==> src/hdl/nps3_pkg.sv <==
// Package for the 3D nearest point search unit.
// Holds coordinate and distance widths and the request, response and queue entry types.
// No dependencies.
package nps3_pkg;

    localparam int COORD_W = 16;
    localparam int INDEX_W = 16;
    localparam int DIST_W  = 36;
    // magnitude of a coordinate difference and its square
    localparam int MAG_W   = COORD_W + 1;
    localparam int SQ_W    = 2 * MAG_W;

    typedef logic signed [COORD_W-1:0] t_coord;
    typedef logic [INDEX_W-1:0]        t_index;
    typedef logic [DIST_W-1:0]         t_dist;

    typedef struct packed {
        t_coord query_x;
        t_coord query_y;
        t_coord query_z;
        t_coord cand_x;
        t_coord cand_y;
        t_coord cand_z;
        t_index cand_index;
        t_dist  start_best;
        logic   first_of_query;
        logic   last_of_query;
    } t_req;

    typedef struct packed {
        t_dist  best_dist_sqr;
        t_index best_index;
        t_coord best_x;
        t_coord best_y;
        t_coord best_z;
        logic   found;
    } t_rsp;

    // one classified candidate, carried from front to back
    typedef struct packed {
        t_dist  dist_sqr;
        t_index cand_index;
        t_coord cand_x;
        t_coord cand_y;
        t_coord cand_z;
        t_dist  start_best;
        logic   first;
        logic   last;
    } t_item;

    typedef struct packed {
        logic not_empty;
        logic full;
    } t_queue_status;

endpackage

==> src/hdl/nps3_front.sv <==
// Front end of the nearest point search: accepts requests and computes the
// exact squared distance in two stages. Depends on nps3_pkg.
module nps3_front (
    input  logic                    i_clk,
    input  logic                    i_rst_n,
    input  logic                    i_req_valid,
    output logic                    o_req_stall,
    input  nps3_pkg::t_req          i_req,
    output logic                    o_push,
    output nps3_pkg::t_item         o_item,
    input  nps3_pkg::t_queue_status i_q_status
);

    typedef struct packed {
        logic [nps3_pkg::MAG_W-1:0] mag_x;
        logic [nps3_pkg::MAG_W-1:0] mag_y;
        logic [nps3_pkg::MAG_W-1:0] mag_z;
        nps3_pkg::t_index           cand_index;
        nps3_pkg::t_coord           cand_x;
        nps3_pkg::t_coord           cand_y;
        nps3_pkg::t_coord           cand_z;
        nps3_pkg::t_dist            start_best;
        logic                       first;
        logic                       last;
    } t_s1;

    function automatic logic [nps3_pkg::MAG_W-1:0] abs_diff(
        input nps3_pkg::t_coord a,
        input nps3_pkg::t_coord b
    );
        logic signed [nps3_pkg::MAG_W-1:0] d;
        d = nps3_pkg::MAG_W'(a) - nps3_pkg::MAG_W'(b);
        abs_diff = d[nps3_pkg::MAG_W-1] ? nps3_pkg::MAG_W'(-d) : nps3_pkg::MAG_W'(d);
    endfunction

    logic                      r_s1_valid;
    t_s1                       r_s1;
    logic                      r_s2_valid;
    nps3_pkg::t_item           r_s2;
    logic                      s1_free;
    logic                      s2_load;
    logic                      push;
    logic [nps3_pkg::SQ_W-1:0] sq_x;
    logic [nps3_pkg::SQ_W-1:0] sq_y;
    logic [nps3_pkg::SQ_W-1:0] sq_z;
    nps3_pkg::t_dist           sum_sq;

    // advance stages whenever the next one frees up
    always_comb begin
        push    = r_s2_valid && !i_q_status.full;
        s2_load = r_s1_valid && (!r_s2_valid || push);
        s1_free = !r_s1_valid || s2_load;
    end

    assign o_req_stall = !s1_free;
    assign o_push      = push;
    assign o_item      = r_s2;

    // square the magnitudes and sum them; the sum never exceeds the distance width
    always_comb begin
        sq_x   = nps3_pkg::SQ_W'(r_s1.mag_x) * nps3_pkg::SQ_W'(r_s1.mag_x);
        sq_y   = nps3_pkg::SQ_W'(r_s1.mag_y) * nps3_pkg::SQ_W'(r_s1.mag_y);
        sq_z   = nps3_pkg::SQ_W'(r_s1.mag_z) * nps3_pkg::SQ_W'(r_s1.mag_z);
        sum_sq = nps3_pkg::DIST_W'(sq_x) + nps3_pkg::DIST_W'(sq_y) + nps3_pkg::DIST_W'(sq_z);
    end

    always_ff @(posedge i_clk) begin
        if (!i_rst_n) begin
            r_s1_valid <= 1'b0;
            r_s2_valid <= 1'b0;
        end else begin
            if (s1_free) begin
                r_s1_valid <= i_req_valid;
            end
            if (s2_load) begin
                r_s2_valid <= 1'b1;
            end else if (push) begin
                r_s2_valid <= 1'b0;
            end
        end
        // stage 1: coordinate differences
        if (s1_free) begin
            r_s1.mag_x      <= abs_diff(i_req.cand_x, i_req.query_x);
            r_s1.mag_y      <= abs_diff(i_req.cand_y, i_req.query_y);
            r_s1.mag_z      <= abs_diff(i_req.cand_z, i_req.query_z);
            r_s1.cand_index <= i_req.cand_index;
            r_s1.cand_x     <= i_req.cand_x;
            r_s1.cand_y     <= i_req.cand_y;
            r_s1.cand_z     <= i_req.cand_z;
            r_s1.start_best <= i_req.start_best;
            r_s1.first      <= i_req.first_of_query;
            r_s1.last       <= i_req.last_of_query;
        end
        // stage 2: squared distance
        if (s2_load) begin
            r_s2.dist_sqr   <= sum_sq;
            r_s2.cand_index <= r_s1.cand_index;
            r_s2.cand_x     <= r_s1.cand_x;
            r_s2.cand_y     <= r_s1.cand_y;
            r_s2.cand_z     <= r_s1.cand_z;
            r_s2.start_best <= r_s1.start_best;
            r_s2.first      <= r_s1.first;
            r_s2.last       <= r_s1.last;
        end
    end

endmodule

==> src/hdl/nps3_queue.sv <==
// Short queue between the front and back of the nearest point search.
// Register array with head and tail pointers. Depends on nps3_pkg.
module nps3_queue #(
    parameter int DEPTH = 4
) (
    input  logic                    i_clk,
    input  logic                    i_rst_n,
    input  logic                    i_push,
    input  nps3_pkg::t_item         i_item,
    input  logic                    i_pop,
    output nps3_pkg::t_item         o_item,
    output nps3_pkg::t_queue_status o_status
);

    localparam int PTR_W = $clog2(DEPTH);
    localparam int CNT_W = $clog2(DEPTH + 1);
    localparam logic [PTR_W-1:0] LAST_PTR = PTR_W'(DEPTH - 1);
    localparam logic [CNT_W-1:0] FULL_CNT = CNT_W'(DEPTH);

    nps3_pkg::t_item  r_mem [DEPTH];
    logic [PTR_W-1:0] r_wr_ptr;
    logic [PTR_W-1:0] r_rd_ptr;
    logic [CNT_W-1:0] r_count;
    logic             do_push;
    logic             do_pop;

    assign o_status.not_empty = (r_count != '0);
    assign o_status.full      = (r_count == FULL_CNT);
    assign o_item             = r_mem[r_rd_ptr];

    assign do_push = i_push && !o_status.full;
    assign do_pop  = i_pop && o_status.not_empty;

    // advance pointers and track fill level
    always_ff @(posedge i_clk) begin
        if (!i_rst_n) begin
            r_wr_ptr <= '0;
            r_rd_ptr <= '0;
            r_count  <= '0;
        end else begin
            if (do_push) begin
                r_wr_ptr <= (r_wr_ptr == LAST_PTR) ? '0 : r_wr_ptr + 1'b1;
            end
            if (do_pop) begin
                r_rd_ptr <= (r_rd_ptr == LAST_PTR) ? '0 : r_rd_ptr + 1'b1;
            end
            if (do_push && !do_pop) begin
                r_count <= r_count + 1'b1;
            end else if (do_pop && !do_push) begin
                r_count <= r_count - 1'b1;
            end
        end
        if (do_push) begin
            r_mem[r_wr_ptr] <= i_item;
        end
    end

endmodule

==> src/hdl/nps3_back.sv <==
// Back end of the nearest point search: keeps the running best candidate
// and registers a response on the last request of a query. Depends on nps3_pkg.
module nps3_back (
    input  logic                    i_clk,
    input  logic                    i_rst_n,
    input  nps3_pkg::t_item         i_item,
    input  nps3_pkg::t_queue_status i_q_status,
    output logic                    o_pop,
    output logic                    o_rsp_valid,
    input  logic                    i_rsp_stall,
    output nps3_pkg::t_rsp          o_rsp
);

    nps3_pkg::t_dist  r_best_dist;
    nps3_pkg::t_index r_best_index;
    nps3_pkg::t_coord r_best_x;
    nps3_pkg::t_coord r_best_y;
    nps3_pkg::t_coord r_best_z;
    logic             r_found;
    logic             r_rsp_valid;
    nps3_pkg::t_rsp   r_rsp;

    nps3_pkg::t_dist  n_best_dist;
    nps3_pkg::t_index n_best_index;
    nps3_pkg::t_coord n_best_x;
    nps3_pkg::t_coord n_best_y;
    nps3_pkg::t_coord n_best_z;
    logic             n_found;
    logic             out_free;
    logic             pop;

    // take an entry unless it ends a query and the response slot is busy
    always_comb begin
        out_free = !r_rsp_valid || !i_rsp_stall;
        pop      = i_q_status.not_empty && (!i_item.last || out_free);
    end

    assign o_pop       = pop;
    assign o_rsp_valid = r_rsp_valid;
    assign o_rsp       = r_rsp;

    // restart on a first mark, then keep a strictly smaller distance
    always_comb begin
        if (i_item.first) begin
            n_best_dist  = i_item.start_best;
            n_best_index = '0;
            n_best_x     = '0;
            n_best_y     = '0;
            n_best_z     = '0;
            n_found      = 1'b0;
        end else begin
            n_best_dist  = r_best_dist;
            n_best_index = r_best_index;
            n_best_x     = r_best_x;
            n_best_y     = r_best_y;
            n_best_z     = r_best_z;
            n_found      = r_found;
        end
        if (i_item.dist_sqr < n_best_dist) begin
            n_best_dist  = i_item.dist_sqr;
            n_best_index = i_item.cand_index;
            n_best_x     = i_item.cand_x;
            n_best_y     = i_item.cand_y;
            n_best_z     = i_item.cand_z;
            n_found      = 1'b1;
        end
    end

    always_ff @(posedge i_clk) begin
        if (!i_rst_n) begin
            r_best_dist  <= '0;
            r_best_index <= '0;
            r_best_x     <= '0;
            r_best_y     <= '0;
            r_best_z     <= '0;
            r_found      <= 1'b0;
            r_rsp_valid  <= 1'b0;
        end else begin
            if (pop) begin
                r_best_dist  <= n_best_dist;
                r_best_index <= n_best_index;
                r_best_x     <= n_best_x;
                r_best_y     <= n_best_y;
                r_best_z     <= n_best_z;
                r_found      <= n_found;
            end
            // hold the response until taken
            if (pop && i_item.last) begin
                r_rsp_valid <= 1'b1;
            end else if (!i_rsp_stall) begin
                r_rsp_valid <= 1'b0;
            end
        end
        if (pop && i_item.last) begin
            r_rsp.best_dist_sqr <= n_best_dist;
            r_rsp.best_index    <= n_found ? n_best_index : '0;
            r_rsp.best_x        <= n_found ? n_best_x : '0;
            r_rsp.best_y        <= n_found ? n_best_y : '0;
            r_rsp.best_z        <= n_found ? n_best_z : '0;
            r_rsp.found         <= n_found;
        end
    end

endmodule

==> src/hdl/nearest_point_search_3d_unit.sv <==
// Nearest point search, 3D squared Euclidean distance, top level.
// Path: stage 1 and stage 2 registers, queue entry, then the response register.
// Throughput: one request per cycle when not stalled, set by the two-stage
// distance pipe and single compare-and-update of the back end's running best.
// Reset: synchronous active-low; empties pipe and queue, zeroes running best.
// Uses nps3_pkg, nps3_front, nps3_queue, nps3_back.
module nearest_point_search_3d_unit #(
    parameter int QUEUE_DEPTH = 4
) (
    input  logic           i_clk,
    input  logic           i_rst_n,
    input  logic           i_req_valid,
    output logic           o_req_stall,
    input  nps3_pkg::t_req i_req,
    output logic           o_rsp_valid,
    input  logic           i_rsp_stall,
    output nps3_pkg::t_rsp o_rsp
);

    logic                    push;
    logic                    pop;
    nps3_pkg::t_item         front_item;
    nps3_pkg::t_item         back_item;
    nps3_pkg::t_queue_status q_status;

    nps3_front u_front (
        .i_clk       (i_clk),
        .i_rst_n     (i_rst_n),
        .i_req_valid (i_req_valid),
        .o_req_stall (o_req_stall),
        .i_req       (i_req),
        .o_push      (push),
        .o_item      (front_item),
        .i_q_status  (q_status)
    );

    nps3_queue #(
        .DEPTH (QUEUE_DEPTH)
    ) u_queue (
        .i_clk    (i_clk),
        .i_rst_n  (i_rst_n),
        .i_push   (push),
        .i_item   (front_item),
        .i_pop    (pop),
        .o_item   (back_item),
        .o_status (q_status)
    );

    nps3_back u_back (
        .i_clk       (i_clk),
        .i_rst_n     (i_rst_n),
        .i_item      (back_item),
        .i_q_status  (q_status),
        .o_pop       (pop),
        .o_rsp_valid (o_rsp_valid),
        .i_rsp_stall (i_rsp_stall),
        .o_rsp       (o_rsp)
    );

endmodule

==> config.mk <==
export PLATFORM = sky130hd
export DESIGN_NAME = nearest_point_search_3d_unit
export DESIGN_NICKNAME = d
export VERILOG_FILES = /design/src/hdl/nps3_pkg.sv /design/src/hdl/nps3_front.sv /design/src/hdl/nps3_queue.sv /design/src/hdl/nps3_back.sv /design/src/hdl/nearest_point_search_3d_unit.sv
export SDC_FILE = /design/constraint.sdc
export NUM_CORES = 2
export LEC_CHECK = 0
export BUFFER_PORTS_ARGS = -buffer_cell sky130_fd_sc_hd__clkbuf_2
export CAP_MARGIN = 20
export CORE_ASPECT_RATIO = 1.4
export CORE_MARGIN = 5
export CORE_UTILIZATION = 38
export DETAILED_ROUTE_END_ITERATION = 8
export PLACE_DENSITY = 0.51
export SLEW_MARGIN = 5
export SYNTH_ARGS = -nofsm -noshare
export SYNTH_HDL_FRONTEND = slang
export SYNTH_SLANG_ARGS = --single-unit
==> constraint.sdc <==
create_clock -name i_clk -period 13.6 [get_ports i_clk]
set_input_delay 0 -clock i_clk [delete_from_list [all_inputs] [get_ports i_clk]]
set_output_delay 0 -clock i_clk [all_outputs]
set_load 0.05 [all_outputs]
Yosys cells after proc, flatten, opt, wreduce, memory -nomap -nowiden
Memory sizes are Yosys's and may differ from the RTL's. A register that Yosys moved wholly into a read port is not among the register bits.
Cells that the tools add are included.

cells by class
  add/subtract/negate cells = 12
  multiply operators = 3
  order comparisons = 1
  equality and inequality tests = 4
  muxes and demuxes = 27
  reduce and logical (&&, ||, !) cells = 24

operators by type and width
  kind                   number
  $mux W16               11
  $mul A17 B17 Y34       3
  $mux W36               2
  $neg A17 Y17           3
  $sub A16 B16 Y17       3
  $add A36 B34 Y36       1
  $lt A36 B36 Y1         1
  $add A34 B34 Y35       1
  $logic_not A1 Y1       9
  $logic_and A1 B1 Y1    8
  $mux W1                8
  $mux W2                4
  $mux W3                2
  $add A2 B1 Y2 const B  2
  $eq A2 B2 Y1 const B   2
  $logic_or A1 B1 Y1     4
  $reduce_bool A2 Y1     2
  $add A3 B1 Y3 const B  1
  $eq A3 B3 Y1 const B   1
  $reduce_bool A3 Y1     1
  $sub A3 B1 Y3 const B  1
  $ne A2 B1 Y1 const B   1

storage, ports and cells
  bits in registers = 503
  bits in writable memories = 552
  bits of input ports = 154
  output and inout bits = 103
  logic and storage cells = 111
  memories = 1

memories
  name           words  bits a word  read ports  clocked after memory_dff  write ports  line              RTL
  u_queue.r_mem  4      138          1           1                         1            nps3_queue.sv:20  nps3_pkg::t_item r_mem [DEPTH];

Logic depth before layout (Yosys ltp)
  word-level depth = 8
  depth in mapped cells = 45

By module
A second synthesis with hierarchy kept.

unflattened totals
  cell total of the unflattened synthesis = 5,194
  area total of the unflattened synthesis = 68,034.0 µm²

modules (own cells, without submodules)
  module      instances  cells each  area an instance (µm²)  sequential area each (µm²)
  nps3_front  1          3,519       37,683.6                8,778.4
  nps3_queue  1          772         20,504.7                16,756.1
  nps3_back   1          903         9,845.7                 5,074.9

Worst setup path before layout
OpenSTA, ideal clock, no wires.

  kind = flip-flop to flip-flop
  from = register u_front.r_s1[138] (netlist bit)
  to = register u_front.r_s2, in the netlist u_front.o_item[134], data pin
  arrival = 10,957 ps
  data required time = 13,336 ps
  setup slack = 2,380 ps
  stages on the path, launching flop included = 42
  period minus slack after synthesis = 11,220 ps
  cell sequence = edfxtp_1 clkbuf_1 nand2_1 fa_1 inv_1 fa_1 fa_1 inv_1 fa_1 inv_1 fa_1 fa_1 fa_1 inv_1 fa_1 inv_1 ha_1 and3_1 (+6 left out) xnor2_1 fa_1 fa_1 inv_1 fa_1 fa_1 fa_1 inv_1 ha_1 a21oi_1 o21ai_0 a311oi_1 o21ai_1 nor4b_2 o21bai_1 a21o_1 a221oi_1 xnor2_1

on the way
  cells in the longest elaborated chain, start to end = 3

RTL lines
  what                    line              RTL
  start: declaration      nps3_front.sv:37  t_s1 r_s1;
  $mul A17 B17 Y34        nps3_front.sv:61  sq_x = nps3_pkg::SQ_W'(r_s1.mag_x) * nps3_pkg::SQ_W'(r_s1.mag_x);
  $add A34 B34 Y35        nps3_front.sv:64  sum_sq = nps3_pkg::DIST_W'(sq_x) + nps3_pkg::DIST_W'(sq_y) + nps3_pkg::DIST_W'(sq_z);
  $add A36 B34 Y36        nps3_front.sv:64
  via u_front.sum_sq[32]  nps3_front.sv:46  nps3_pkg::t_dist sum_sq;
  end: declaration        nps3_front.sv:39  nps3_pkg::t_item r_s2;

The timed path passes the listed nets, and every way through them passes these cells.
A chain may end at the register's enable or synchronous reset.

Worst setup path after layout
  from = register u_front.r_s1[145] (netlist bit)
  to = register u_front.r_s2, in the netlist u_front.o_item[134], data pin

Same word-level chain as after synthesis.

==> results.toml <==
[placement]
placed_area_mm2 = 0.0714
dp.cells = 7688
gp_congestion = 0.865
numPortBuffers = 256
dpl.hpwl_um = 119000
pre_cts_ws_ps = 1100

[drt]
routedWlPerCell_um = 20.5
via_per_inst = 4.97
drtIter0Drc = 2201
vias = 39900
drtAntennaViolNets = 0
drc = 0
first_pass_iters = 7
drt-total-wl_um = 164000

[global_route]
overflow = 0
antenna_found_initial = 6
grt.total_usage = 0.177
grt_max_degree = 77
grt_pass1_wl_um = 255000
grt_pass1_vias = 42900

[critical_path]
startpoint_type = "flop"
worst_setup_path_end_kind = "flop"
worst-setup-path-type = "flop to flop"
critical_path_required_ps = 14040
slowest_stage = "edfxtp_1"
arrival_ps = 12900
crit_path_max_incr_delay_ps = 710
critPathMostFrequentCell = "fa_1"
cp_max_fo = 15
r2r_slack_ps = 1140

[synthesis]
yosysWarnings = 0
yosysSeqAreaShare = 0.454
yosysMostFrequentCell = "inv_1"
synth_top_cell_by_area = "edfxtp_1"
syn_inst = 5236
ys_seq_elements = 1057
synthDistinctLibCells = 82
synthTopCellsByArea = "edfxtp_1 (42%), fa_1 (20%), ha_1 (7.5%)"
synth_nets = 6471
synth_edf_count = 944
syn_area_per_cell_um2 = 12.9
synth-main-ff-cell = "edfxtp_1"
synth.cell_area_mm2 = 0.0675
ys_async_sr_fraction = 0
yosysTopAreaCellShare = 0.420
synth.cells.most_frequent = "inv_1 (1019), edfxtp_1 (944), fa_1 (677)"

[sta]
fin_ws_ps = 1140
hold_viol = 0
fin_crit_ps = 12460
tightest_slew_ps = 1030
fmax_mhz = 80.2
max_slew_margin = 0.310
rsz0062_at_grt = "false"
setup_viol = 0
tns_ps = 0
skew_ps = 23.8
finalCritPeriodShare = 0.916
slew_viol_final = 0

[clocking]
clkTransAtPathRegs_ps = 80
root_buffer = "clkbuf_16"
post_cts_resized = 0
numCtsBuffers = 95
cts_tree = "yes"
cts_htree_levels = 3
cts.sinks = 1057
clk_latency_ps = 690
clk_path_buf_depth = 3

[floorplanning]
start_util = 0.381
core_mm2 = 0.177
rows = 183
die-height_um = 509
pin_count = 257
dieArea_mm2 = 0.186
die_w_um = 366

[final_layout]
area_growth_pct = 12.8
drive_gt1_frac = 0.117
final_net_count = 6864
final_cell_area_mm2 = 0.0761
fillers = 16500
stdcell_count = 8026

[outcome]
outcome = "finished clean"

[worst_hold_path]
hp-class = "input pin to flop"

[job]
cap_violations = 0
## state kept, by name, summed over array words and instances (netlist names), 36 cells and up, named ones only
name and count:
u_queue.r_mem 552, u_front.r_s1 153, u_front.o_item 138, u_back.o_rsp 101, u_back.r_best_dist 36
## placed cells by master (no fill, tap or decap), drive strengths merged, types with 41 or more instances in the layout
cell,instances
clkbuf,378
a21o,51
o21ai,76
a22oi,65
mux4,138
a21oi,108
inv,1027
buf,41
dfxtp,113
edfxtp,944
nand2,426
dlygate4sd3,156
ha,404
xnor2,96
nand3,84
and2,221
nor2,121
mux2,72
nor2b,105
a21boi,43
xor2,50
fa,677
## layer usage
metal,global-route usage,routed length (µm),vias up
met5,0,7,-
met4,0.0505,4630,2
met3,0.0231,6560,184
met2,0.322,86000,732
met1,0.222,67200,20700
li1,-,-,18300
## cells by family after synthesis
family,after synthesis,synth area share
and+or+nand+nor,1087,0.0794
DFF,1057,0.454
AOI/OAI and AO/OA,473,0.0475
adders and majority gates,1081,0.276
buffers and inverters,1176,0.0659
muxes,216,0.0590
xor gates and xnor gates,146,0.0191
## area by class of cell
class | instances | area, µm² | area share
antenna | 6 | 15.0 | 0.000197
multi-input combinational | 3003 | 32500 | 0.427
tap | 2312 | 2890 | 0.0380
sequential | 1057 | 30600 | 0.402
clock inverter | 53 | 520 | 0.00684
inverter | 1020 | 3830 | 0.0503
clock buffer | 123 | 2580 | 0.0340
timing repair buffer | 452 | 3160 | 0.0415
## final timing paths
path / from / to / cells after the start
min: i_req[34] / u_front.r_s1[34]$_DFFE_PN_ / 2
max reg2reg: u_front.r_s1[145]$_DFFE_PN_ / u_front.o_item[134]$_DFFE_PP_ / 42
min reg2reg: u_front.r_s1[77]$_DFFE_PN_ / u_front.o_item[77]$_DFFE_PP_ / 0
max: u_front.r_s1[145]$_DFFE_PN_ / u_front.o_item[134]$_DFFE_PP_ / 42
## critical path: cells and delay by family (launching register included)
family                     cells  cell delay, ps
AOI/OAI and AO/OA              9            1770
adders and majority gates     15            7090
buffers and inverters          9             710
xor gates and xnor gates       2             330
and+or+nand+nor                7            1560
DFF                            1             710
## repair_timing
item / 4_1_cts / 5_1_grt
hold buffers: 156 / 0
buffers inserted: 0 / 0
endpoints found under the hold margin: 159 / 0
## through the flow
step / hold WS (ps) / util
2_1_floorplan: 98.9 / -
3_3_place_gp: 177 / 0.403
3_5_place_dp: 179 / 0.403
4_1_cts: 0.259 / 0.429
5_1_grt: 29.7 / 0.429
6_report: 55.7 / 0.430
Power is not shown: default switching activity piles up to over one toggle a cycle in this logic, so the estimate is an artifact.
